[config.mk]
export PLATFORM = sky130hd
export DESIGN_NAME = at_response_line_parser
export DESIGN_NICKNAME = d
export VERILOG_FILES = /design/src/sv/atrlp_pkg.sv /design/src/sv/atrlp_step.sv /design/src/sv/at_response_line_parser.sv
export SDC_FILE = /design/constraint.sdc
export NUM_CORES = 1
export LEC_CHECK = 0
export BUFFER_PORTS_ARGS = -buffer_cell sky130_fd_sc_hd__buf_2
export CORE_MARGIN = 4
export CORE_UTILIZATION = 40
export CTS_BUF_LIST = sky130_fd_sc_hd__clkbuf_4
export DETAILED_ROUTE_END_ITERATION = 10
export GPL_TIMING_DRIVEN = 0
export PLACE_DENSITY = 0.65
export REMOVE_ABC_BUFFERS = 1
export SKIP_CTS_REPAIR_TIMING = 1
export SLEW_MARGIN = 25
export SYNTH_ARGS = -nofsm -noshare
export SYNTH_HDL_FRONTEND = slang
export SYNTH_SLANG_ARGS = --single-unit
[constraint.sdc]
create_clock -name aclk -period 4.25 [get_ports aclk]
set_input_delay 0 -clock aclk [delete_from_list [all_inputs] [get_ports aclk]]
set_output_delay 0 -clock aclk [all_outputs]
set_load 0.05 [all_outputs]
[src/sv/atrlp_pkg.sv]
// Shared types, codes and sizing for the modem response line parser.
// No dependencies; imported by atrlp_step, at_response_line_parser and tb_top.
package atrlp_pkg;

    // line store geometry
    localparam int MAX_LINES  = 8;
    localparam int LINE_BYTES = 64;
    localparam int COL_W      = $clog2(LINE_BYTES);
    localparam int LC_W       = $clog2(MAX_LINES + 1);

    // fixed port widths
    localparam int KIND_W    = 2;
    localparam int BYTE_W    = 8;
    localparam int VERDICT_W = 2;
    localparam int SLINE_W   = 3;
    localparam int SCOL_W    = 6;
    localparam int SCHAR_W   = 7;
    localparam int LCAP_W    = 4;
    localparam int STATUS_W  = 2;

    localparam logic [BYTE_W-1:0] CH_CR    = 8'd13;
    localparam logic [BYTE_W-1:0] CH_LF    = 8'd10;
    localparam logic [BYTE_W-1:0] CH_O     = 8'h4F;
    localparam logic [BYTE_W-1:0] CH_K     = 8'h4B;
    localparam logic [BYTE_W-1:0] CH_E     = 8'h45;
    localparam logic [BYTE_W-1:0] CH_R     = 8'h52;
    localparam logic [BYTE_W-1:0] CH_PLUS  = 8'h2B;
    localparam logic [BYTE_W-1:0] CH_LOW   = 8'd32;
    localparam logic [BYTE_W-1:0] CH_HIGH  = 8'd126;

    typedef enum logic [VERDICT_W-1:0] {
        V_NOT_READY = 2'd0,
        V_OK        = 2'd1,
        V_ERROR     = 2'd2
    } verdict_t;

    typedef enum logic [STATUS_W-1:0] {
        ST_NONE  = 2'd0,
        ST_OK    = 2'd1,
        ST_ERROR = 2'd2
    } status_t;

    typedef enum logic [KIND_W-1:0] {
        K_PLAIN = 2'd0,
        K_INFO  = 2'd1,
        K_SMS   = 2'd2,
        K_SPARE = 2'd3
    } kind_t;

    typedef enum logic [4:0] {
        PH_IDLE         = 5'd0,
        PH_FIRST_LF     = 5'd1,
        PH_START        = 5'd2,
        PH_OK_K         = 5'd3,
        PH_FINAL_CR     = 5'd4,
        PH_FINAL_LF     = 5'd5,
        PH_ERR_R1       = 5'd7,
        PH_ERR_R2       = 5'd8,
        PH_ERR_O        = 5'd9,
        PH_ERR_R3       = 5'd10,
        PH_INFO         = 5'd11,
        PH_INFO_LF      = 5'd12,
        PH_INFO_NEXT    = 5'd13,
        PH_INFO_END_LF  = 5'd14,
        PH_INFO_FINAL   = 5'd15,
        PH_HDR          = 5'd16,
        PH_HDR_LF       = 5'd17,
        PH_BODY_FIRST   = 5'd18,
        PH_BODY         = 5'd19,
        PH_BODY_LF      = 5'd20,
        PH_BODY_CR      = 5'd21,
        PH_BODY_END_LF  = 5'd23,
        PH_SMS_NEXT     = 5'd24
    } phase_t;

    typedef struct packed {
        phase_t           phase;
        logic [COL_W-1:0] column;
        logic [LC_W-1:0]  line_count;
        status_t          status;
    } parse_state_t;

    typedef struct packed {
        verdict_t            verdict;
        logic                store_write;
        logic [SLINE_W-1:0]  store_line;
        logic [SCOL_W-1:0]   store_column;
        logic [SCHAR_W-1:0]  store_char;
        logic [LCAP_W-1:0]   lines_captured;
        status_t             final_status;
    } parse_result_t;

endpackage

[src/sv/atrlp_step.sv]
// Next-state and result logic of the response grammar for one byte.
// Purely combinational; uses types and codes from atrlp_pkg.
module atrlp_step import atrlp_pkg::*; (
    input  parse_state_t      cur,
    input  kind_t             kind,
    input  logic [BYTE_W-1:0] rx_byte,
    output parse_state_t      nxt,
    output parse_result_t     res
);

    logic                printable;
    logic                put_req;
    logic                end_req;
    logic                wr_en;
    logic [LC_W-1:0]     wr_line;
    logic [COL_W-1:0]    wr_col;
    logic [SCHAR_W-1:0]  wr_char;
    verdict_t            verdict;
    parse_state_t        st;

    assign printable = (rx_byte >= CH_LOW) && (rx_byte <= CH_HIGH);

    always_comb begin
        st      = cur;
        verdict = V_NOT_READY;
        put_req = 1'b0;
        end_req = 1'b0;
        unique case (cur.phase)
            PH_IDLE: begin
                if (rx_byte == CH_CR) begin
                    st.phase      = PH_FIRST_LF;
                    st.line_count = '0;
                end
            end
            PH_FIRST_LF: begin
                if (rx_byte != CH_LF) verdict = V_ERROR;
                else st.phase = (kind == K_INFO) ? PH_INFO : PH_START;
            end
            PH_START, PH_INFO_FINAL, PH_SMS_NEXT: begin
                priority if (rx_byte == CH_O) begin
                    st.phase = PH_OK_K;
                end else if (rx_byte == CH_E) begin
                    st.phase = PH_ERR_R1;
                end else if (rx_byte == CH_PLUS && cur.phase == PH_START) begin
                    if (kind == K_PLAIN)    st.phase = PH_INFO;
                    else if (kind == K_SMS) st.phase = PH_HDR;
                    else                    verdict  = V_ERROR;
                end else if (rx_byte == CH_PLUS && cur.phase == PH_SMS_NEXT) begin
                    st.phase = PH_HDR;
                end else begin
                    verdict = V_ERROR;
                end
            end
            PH_OK_K: begin
                if (rx_byte != CH_K) verdict = V_ERROR;
                else begin
                    st.status = ST_OK;
                    st.phase  = PH_FINAL_CR;
                end
            end
            PH_FINAL_CR: begin
                if (rx_byte != CH_CR) verdict = V_ERROR;
                else st.phase = PH_FINAL_LF;
            end
            PH_FINAL_LF: begin
                if (rx_byte != CH_LF) verdict = V_ERROR;
                else begin
                    st.phase = PH_IDLE;
                    verdict  = V_OK;
                end
            end
            PH_ERR_R1: begin
                if (rx_byte != CH_R) verdict = V_ERROR;
                else begin
                    st.status = ST_ERROR;
                    st.phase  = PH_ERR_R2;
                end
            end
            PH_ERR_R2: begin
                if (rx_byte != CH_R) verdict = V_ERROR;
                else st.phase = PH_ERR_O;
            end
            PH_ERR_O: begin
                if (rx_byte != CH_O) verdict = V_ERROR;
                else st.phase = PH_ERR_R3;
            end
            PH_ERR_R3: begin
                // last R of ERROR reports error but still advances
                verdict = V_ERROR;
                if (rx_byte == CH_R) st.phase = PH_FINAL_CR;
            end
            PH_INFO, PH_BODY: begin
                priority if (printable) begin
                    put_req = 1'b1;
                end else if (rx_byte == CH_CR) begin
                    st.phase = (cur.phase == PH_INFO) ? PH_INFO_LF : PH_BODY_LF;
                    end_req  = 1'b1;
                end else begin
                    verdict = V_ERROR;
                end
            end
            PH_INFO_LF: begin
                if (rx_byte != CH_LF) verdict = V_ERROR;
                else st.phase = PH_INFO_NEXT;
            end
            PH_INFO_NEXT: begin
                priority if (rx_byte == CH_PLUS) st.phase = PH_INFO;
                else if (rx_byte == CH_CR)      st.phase = PH_INFO_END_LF;
                else                             verdict  = V_ERROR;
            end
            PH_INFO_END_LF: begin
                if (rx_byte != CH_LF) verdict = V_ERROR;
                else st.phase = PH_INFO_FINAL;
            end
            PH_HDR: begin
                priority if (printable)     put_req  = 1'b1;
                else if (rx_byte == CH_CR)  st.phase = PH_HDR_LF;
                else                        verdict  = V_ERROR;
            end
            PH_HDR_LF: begin
                // header LF is kept, header and body share one line
                if (rx_byte != CH_LF) verdict = V_ERROR;
                else begin
                    st.phase = PH_BODY_FIRST;
                    put_req  = 1'b1;
                end
            end
            PH_BODY_FIRST: begin
                if (!printable) verdict = V_ERROR;
                else begin
                    st.phase = PH_BODY;
                    put_req  = 1'b1;
                end
            end
            PH_BODY_LF: begin
                if (rx_byte != CH_LF) verdict = V_ERROR;
                else st.phase = PH_BODY_CR;
            end
            PH_BODY_CR: begin
                if (rx_byte != CH_CR) verdict = V_ERROR;
                else st.phase = PH_BODY_END_LF;
            end
            PH_BODY_END_LF: begin
                if (rx_byte != CH_LF) verdict = V_ERROR;
                else st.phase = PH_SMS_NEXT;
            end
            default: begin
                st.phase = PH_IDLE;
            end
        endcase
    end

    // line store write: bytes stop before the last column, none once store is full
    always_comb begin
        nxt     = st;
        wr_en   = 1'b0;
        wr_line = '0;
        wr_col  = '0;
        wr_char = '0;
        if (put_req && cur.line_count < LC_W'(MAX_LINES)
                && cur.column < COL_W'(LINE_BYTES - 1)) begin
            wr_en      = 1'b1;
            wr_line    = cur.line_count;
            wr_col     = cur.column;
            wr_char    = rx_byte[SCHAR_W-1:0];
            nxt.column = cur.column + 1'b1;
        end else if (end_req && cur.line_count < LC_W'(MAX_LINES)) begin
            wr_en          = 1'b1;
            wr_line        = cur.line_count;
            wr_col         = cur.column;
            nxt.line_count = cur.line_count + 1'b1;
            nxt.column     = '0;
        end
    end

    always_comb begin
        res                = '0;
        res.verdict        = verdict;
        res.store_write    = wr_en;
        res.store_line     = SLINE_W'(wr_line);
        res.store_column   = SCOL_W'(wr_col);
        res.store_char     = wr_char;
        res.lines_captured = LCAP_W'(nxt.line_count);
        res.final_status   = nxt.status;
    end

endmodule

[src/sv/at_response_line_parser.sv]
// Top level of the modem response line parser: handshakes, state and result registers.
// Depends on atrlp_pkg and atrlp_step.
//
// Usage:
//   Input channel s_valid/s_ready/s_rx_byte carries one modem response byte
//   per word. Result channel m_valid/m_ready returns exactly one word per
//   byte: verdict, an optional line store write (line, column, char) and the
//   running line count and final OK/ERROR status.
//   cfg_wr_en/cfg_wr_data write the expected response kind; write it only
//   while no result is outstanding.
//   m_valid rises in the cycle after a byte is accepted; throughput is one byte
//   per cycle while the receiver takes each word, set by the combinational phase
//   update feeding the result register.
//   A byte is accepted whenever the result register is empty or its word is
//   taken in the same cycle, so a stalled receiver holds at most one word
//   and s_ready drops only while that word waits.
//   Reset (aresetn low, synchronous) returns the grammar to its idle phase
//   waiting for CR, clears column, line count, status and response kind,
//   and empties the result register.
module at_response_line_parser import atrlp_pkg::*; (
    input  logic                 aclk,
    input  logic                 aresetn,
    input  logic                 cfg_wr_en,
    input  logic [KIND_W-1:0]    cfg_wr_data,
    input  logic                 s_valid,
    output logic                 s_ready,
    input  logic [BYTE_W-1:0]    s_rx_byte,
    output logic                 m_valid,
    input  logic                 m_ready,
    output logic [VERDICT_W-1:0] m_verdict,
    output logic                 m_store_write,
    output logic [SLINE_W-1:0]   m_store_line,
    output logic [SCOL_W-1:0]    m_store_column,
    output logic [SCHAR_W-1:0]   m_store_char,
    output logic [LCAP_W-1:0]    m_lines_captured,
    output logic [STATUS_W-1:0]  m_final_status
);

    parse_state_t  state_reg;
    parse_state_t  state_next;
    parse_result_t result_reg;
    parse_result_t result_next;
    kind_t         kind_reg;
    logic          m_valid_reg;
    logic          s_fire;

    assign s_ready = !m_valid_reg || m_ready;
    assign s_fire  = s_valid && s_ready;

    atrlp_step u_step (
        .cur     (state_reg),
        .kind    (kind_reg),
        .rx_byte (s_rx_byte),
        .nxt     (state_next),
        .res     (result_next)
    );

    always_ff @(posedge aclk) begin
        if (!aresetn) begin
            state_reg   <= '{phase: PH_IDLE, column: '0, line_count: '0, status: ST_NONE};
            kind_reg    <= K_PLAIN;
            m_valid_reg <= 1'b0;
        end else begin
            if (cfg_wr_en) kind_reg <= kind_t'(cfg_wr_data);
            if (s_fire) begin
                state_reg   <= state_next;
                m_valid_reg <= 1'b1;
            end else if (m_ready) begin
                m_valid_reg <= 1'b0;
            end
        end
    end

    // payload word, no reset needed
    always_ff @(posedge aclk) begin
        if (s_fire) result_reg <= result_next;
    end

    assign m_valid          = m_valid_reg;
    assign m_verdict        = result_reg.verdict;
    assign m_store_write    = result_reg.store_write;
    assign m_store_line     = result_reg.store_line;
    assign m_store_column   = result_reg.store_column;
    assign m_store_char     = result_reg.store_char;
    assign m_lines_captured = result_reg.lines_captured;
    assign m_final_status   = result_reg.final_status;

    // error leaves the grammar state alone, except the last R of ERROR
    a_error_holds: assert property (@(posedge aclk) disable iff (!aresetn)
        s_fire && result_next.verdict == V_ERROR && state_reg.phase != PH_ERR_R3
        |=> state_reg == $past(state_reg))
        else $error("state changed on error verdict");

    a_ok_from_final_lf: assert property (@(posedge aclk) disable iff (!aresetn)
        s_fire && result_next.verdict == V_OK |-> state_reg.phase == PH_FINAL_LF)
        else $error("OK verdict outside final LF");

    a_quiet_store: assert property (@(posedge aclk) disable iff (!aresetn)
        m_valid && !m_store_write
        |-> m_store_line == '0 && m_store_column == '0 && m_store_char == '0)
        else $error("store fields set without a write");

    a_line_bound: assert property (@(posedge aclk) disable iff (!aresetn)
        state_reg.line_count <= LC_W'(MAX_LINES))
        else $error("line count beyond store size");

    a_ready_when_empty: assert property (@(posedge aclk) disable iff (!aresetn)
        !m_valid_reg |-> s_ready)
        else $error("input stalled with empty result register");

endmodule

### Word-level counts from Yosys, hierarchy flattened

Index checks and enable logic that the tools add are counted.

| storage, ports and cells | value |
|---|---|
| register bits after elaboration | 45 |
| output and inout port bits | 27 |

| operators by class | value |
|---|---|
| add/subtract/negate cells | 2 |
| $lt $le $gt $ge | 4 |
| equality and inequality tests | 57 |
| multiplexer cells | 69 |
| reductions and logical operators | 22 |

Operators with widths:

| cell | number |
|---|---|
| $mux W5 | 29 |
| $pmux W5 S20 | 1 |
| $eq A5 B4 Y1 const B | 8 |
| $eq A5 B5 Y1 const B | 8 |
| $mux W2 | 18 |
| $ne A2 B2 Y1 const B | 15 |
| $eq A8 B7 Y1 const B | 3 |
| $ne A8 B7 Y1 const B | 3 |
| $reduce_and A24 Y1 | 1 |
| $pmux W2 S11 | 1 |
| $mux W6 | 3 |
| $mux W4 | 4 |
| $ne A8 B4 Y1 const B | 2 |
| $eq A5 B3 Y1 const B | 3 |
| $eq A5 B2 Y1 const B | 2 |
| $mux W10 | 1 |
| $ne A2 B1 Y1 const B | 5 |
| $eq A8 B4 Y1 const B | 1 |
| $eq A8 B6 Y1 const B | 1 |
| $ge A8 B6 Y1 const B | 1 |
| $le A8 B7 Y1 const B | 1 |
| $mux W1 | 8 |
| $logic_and A1 B1 Y1 | 7 |
| $add A6 B1 Y6 const B | 1 |
| other kinds (22) | 27 |

### Longest topological paths before layout

| depth | value |
|---|---|
| depth in word-level cells | 8 |
| gate-level depth with buffers | 8 |
| gate-level depth less buffers | 7 |

### Cells and area by module

Synthesis repeated with hierarchy kept, for this count alone.

| unflattened totals | value |
|---|---|
| cell total of the unflattened synthesis | 353 |
| area, all modules | 3135.5 sq um |

Modules (own cells, without submodules):

| module | times used | cells an instance | area each (sq um) | sequential area each (sq um) |
|---|---|---|---|---|
| at_response_line_parser | 1 | 110 | 1572.8 | 1151.1 |
| atrlp_step | 1 | 243 | 1562.7 | 0.0 |

### Least setup slack after synthesis

OpenSTA, ideal clock, no wires.

| timing path | value |
|---|---|
| path kind | flip-flop to flip-flop |
| start point | register m_valid_reg, in the netlist m_valid |
| end point | register state_reg[4] (netlist bit) |
| library setup time | 119 ps |
| arrival | 2805 ps |
| required time | 4131 ps |
| slack | 1326 ps |
| stages on the path, launching flop included | 8 |
| buffers on the path | 1 |
| path through | dfxtp_1 -> nand2b_1 -> nand2_1 -> inv_1 -> clkbuf_1 -> o21ai_0 -> a22oi_1 -> nor2b_1 |

| on the way | value |
|---|---|
| word-level cells in the longest chain between the ends | 3 |

Ends and longest elaborated chain:

| what | line | RTL |
|---|---|---|
| from (decl) | at_response_line_parser.sv:44 | `logic m_valid_reg;` |
| from (signal assigned) | at_response_line_parser.sv:62 | `m_valid_reg <= 1'b0;` |
| from (signal assigned) | at_response_line_parser.sv:67 | `m_valid_reg <= 1'b1;` |
| from (signal assigned) | at_response_line_parser.sv:69 | `m_valid_reg <= 1'b0;` |
| $logic_not A1 Y1 | at_response_line_parser.sv:47 | `assign s_ready = !m_valid_reg \|\| m_ready;` |
| $logic_or A1 B1 Y1 | at_response_line_parser.sv:47 |  |
| named net s_ready | at_response_line_parser.sv:26 | `output logic s_ready,` |
| $logic_and A1 B1 Y1 | at_response_line_parser.sv:48 | `assign s_fire = s_valid && s_ready;` |
| named net s_fire | at_response_line_parser.sv:45 | `logic s_fire;` |
| to (signal assigned) | at_response_line_parser.sv:60 | `state_reg <= '{phase: PH_IDLE, column: '0, line_count: '0, status: ST_NONE};` |
| to (signal assigned) | at_response_line_parser.sv:66 | `state_reg <= state_next;` |
| to (decl) | at_response_line_parser.sv:39 | `parse_state_t state_reg;` |

The timed path passes the listed nets, and every way through them passes these cells.
A chain may end at the register's enable or synchronous reset.

### Final worst setup path

| timing path | value |
|---|---|
| start point | register state_reg[14] (netlist bit) |
| end point | register state_reg[14] (netlist bit) |

| on the way | value |
|---|---|
| word-level cells in the longest chain between the ends | 6 |

Ends and longest elaborated chain:

| what | line | RTL |
|---|---|---|
| $eq A5 B2 Y1 | atrlp_step.sv:28, atrlp_step.sv:44 |  |
| $logic_and A1 B1 Y1 | atrlp_step.sv:44 | `end else if (rx_byte == CH_PLUS && cur.phase == PH_START) begin` |
| $mux W5 | atrlp_step.sv:44 |  |
| $mux W5 | atrlp_step.sv:42 | `end else if (rx_byte == CH_E) begin` |
| $mux W5 | atrlp_step.sv:40 | `priority if (rx_byte == CH_O) begin` |
| $pmux W5 S20 | atrlp_step.sv:28 | `unique case (cur.phase)` |

Parallel ways exist; a longest one is shown, timed or not.

==> summary.txt <==
Critical path
  – CP delay by family, top: flip-flops
  – Critical path launch point type: register
  – Data arrival time of the critical path: 3010 ps
  – R2r startpoint: state_reg[14]
  – Maximum net fanout on the critical path: 25
  – Delay of the slowest critical-path stage: 900 ps
  – Slowest stage cell on the critical path: dfxtp_1
  – Setup slack on the worst flop-to-flop path: 1490 ps
  – Data required time of the worst path: 4500 ps
  – Worst Reg2Reg Path Length in Cells: 6
  – RR Endpoint: state_reg[14]
  – Worst-path cell chain: inv_1 -> o211ai_1 -> o21ai_0 -> a2111oi_0 -> nand4_1 -> mux2i_1
  – Endpoint type of the worst setup path: register
  – Worst setup path startpoint: state_reg[14]
  – CP bufs+invs: 1
  – Kind of critical path: reg2reg

Global route
  – Congestion Overflow GR: 0
  – Initial antenna violation count: 0
  – First-pass GRT wire length: 10300 um
  – Largest net degree at the start of global routing: 36
  – Global-route usage over all layers: 15.0%
  – Vias in the first global route: 2118

Synth
  – Number of flops mapped to enable cells by yosys: 25
  – Top post-synthesis cells by count: nand2_1 (42), o21ai_0 (26), edfxtp_1 (25)
  – Fraction of synthesis flops using an asynchronous set or reset pin: 0%
  – Sequential element share of the synthesized area: 42.4%
  – Number of library cell types mapped by synthesis: 56
  – Area fraction of the dominant cell type after synthesis: 27.6%
  – Mean Syn Cell Area: 8.71 um2
  – Dominant cells by area after synthesis: edfxtp_1 (28%), dfxtp_1 (15%), nand2_1 (5.8%)
  – Synthesis-stage register bit count: 45
  – Dominant cell type by area after synthesis: edfxtp_1
  – Synthesized netlist cell count: 312
  – Most instantiated library cell after synthesis: nand2_1
  – Top flip-flop cell by instance count after synthesis: edfxtp_1
  – Number of warnings printed during yosys synthesis: 0
  – Netlist area before placement: 2720 um2

Floorplan
  – Chip height: 90.4 um
  – Area of the placeable core: 6460 um2
  – X dimension of the die: 90.4 um
  – Top-level I/O count: 42
  – Die footprint: 8170 um2
  – Effective utilization at floorplan: 42.1%
  – Row count: 29

Flow run
  – Max Cap Viol: 0

Detailed routing
  – DRC violation total after the first TritonRoute iteration: 102
  – Count of TritonRoute iterations in the first routing pass: 4
  – Antenna-violating nets left: 0
  – WL per Instance: 14.5 um
  – Via-to-Cell Ratio: 5.55
  – Final WL: 6210 um
  – Number of vias after detailed routing: 2371
  – DRC violation count after routing: 0

STA
  – Count of final hold-check violations: 0
  – Worst Setup Slack, final: 1490 ps
  – Fmax: 362 MHz
  – Setup repair after global routing missed its margin: false
  – Time the worst path needs with I/O delays and setup: 2760 ps
  – Clock tree skew after final layout: 20.0 ps
  – Count of final setup violators: 0
  – Ratio of final minimum period to clock period: 64.9%
  – Headroom to the max-slew limit: 43.5%
  – Final total negative setup slack: 0 ps
  – Worst-margin pin slew: 836 ps
  – Number of max-slew violations in the final report: 0

Cells and area
  – Layout cell share with drive strength beyond 1: 16.6%
  – Post-layout instance count excluding filler cells: 427
  – Number of nets in the layout: 366
  – Antenna Diode Count: 0
  – Number of flip-flops under the largest register name: 17
  – Layout-stage area growth over the synthesis result: 14.3%

Worst hold path
  – Hold Startpoint: s_rx_byte[4]
  – Hold path endpoint: m_store_char[4]
  – Instance count along the most critical hold path: 2
  – Class of the worst hold path: in2reg

Power and ir drop
  – Power density relative to cell area: 271 nW/um2
  – Power after layout: 0.000842 W
  – Leak: 1.18 nW
  – IR drop worst, VDD: 118 uV

Run status
  – Status: finished clean

Clocking
  – Maximum number of buffers from clock root to sink: 2
  – Clk_lat worst skew: 350 ps
  – CTS clock-pin slew for the worst setup and hold paths: 140 ps
  – CTS tree: yes
  – Clk sink count: 45
  – Clock tree root driver cell: clkbuf_4
  – Total clock buffers created by CTS: 5
  – CTS H-tree depth: 2

Placement
  – Final Wtd Congestion: 0.916
  – Port buffer count: 41
  – Detailed placer's ending HPWL: 4330 um
  – Placed insts: 411
  – Post-placement setup slack: 1310 ps
==> layout make-up <==
class	count	area, um2
clock buffer	6	45.0
clock inverter	2	35.0
fill	641	3350
inverter	7	26.3
multi-input combinational	241	1470
sequential	45	1150
tap	77	96.3
timing repair buffer	49	285
==> where the power goes <==
group          internal, W  total, W  switching, W  leakage (nW)
Combinational    0.0000270  0.000103     0.0000758         0.717
Clock             0.000130  0.000265      0.000135        0.0456
Sequential        0.000471  0.000474    0.00000363         0.413
Total             0.000628  0.000842      0.000214          1.18
==> per-layer routing <==
layer / part of all wire (%) / GRT usage, % / routed length, um / vias to the layer above
li1: - / - / - / 1215
met1: 48 / 19.7 / 2960 / 1085
met2: 47 / 24.1 / 2890 / 61
met3: 4.3 / 3.08 / 267 / 10
met4: 1.5 / 5.87 / 94 / 0
met5: 0 / 0 / 0 / -
==> worst max-delay path by stage <==
stage                    endpoint  slack (ps)  cells past startpoint
finish              state_reg[14]        1490                      6
global route        state_reg[13]        1190                      6
CTS                  state_reg[9]        1270                      6
detailed placement  state_reg[10]        1310                      6
global placement    state_reg[12]        1300                      7
floorplan           state_reg[12]        1230                      7
==> per-stage QoR <==
stage                     hold slack [ps]  cell area, um2  utilization [%]
after floorplan                       122            2640                -
after global placement                257            2950             45.6
after detailed placement              265            2950             45.6
after CTS                            -130            3030             46.8
after global routing                 13.1            3110             48.1
final                                19.7            3110             48.1
==> cell usage in the layout (no fill, tap or decap), types with 3 or more instances in the layout <==
master          n
nor2_1         21
buf_2          41
dfxtp_1        20
a21boi_0        4
dlygate4sd3_1   8
or3_1           4
nand2_1        42
o211ai_1        5
nand3b_1        3
and2_1         22
nand3_1        13
nor3_1          4
and3_1          4
a21oi_1        12
edfxtp_1       25
nor4_1          3
o21ai_0        25
nor4b_1         3
clkbuf_4        6
nand2b_1        7
a31o_2          3
nor2b_1         8
o22ai_1         3
inv_1           6
mux2i_1        12
==> cell families (layout without fill, tap and decap cells) <==
logic type,Yosys count,in the layout,synth area share [%]
and+or+nand+nor,149,149,29.8
AOI/OAI and AO/OA,77,77,18.5
DFF,45,45,42.4
buffers and inverters,26,64,3.64
muxes,12,12,4.42
adders and majority gates,2,2,0.921
xor gates and xnor gates,1,1,0.322
(Power assumes the default switching activity.)
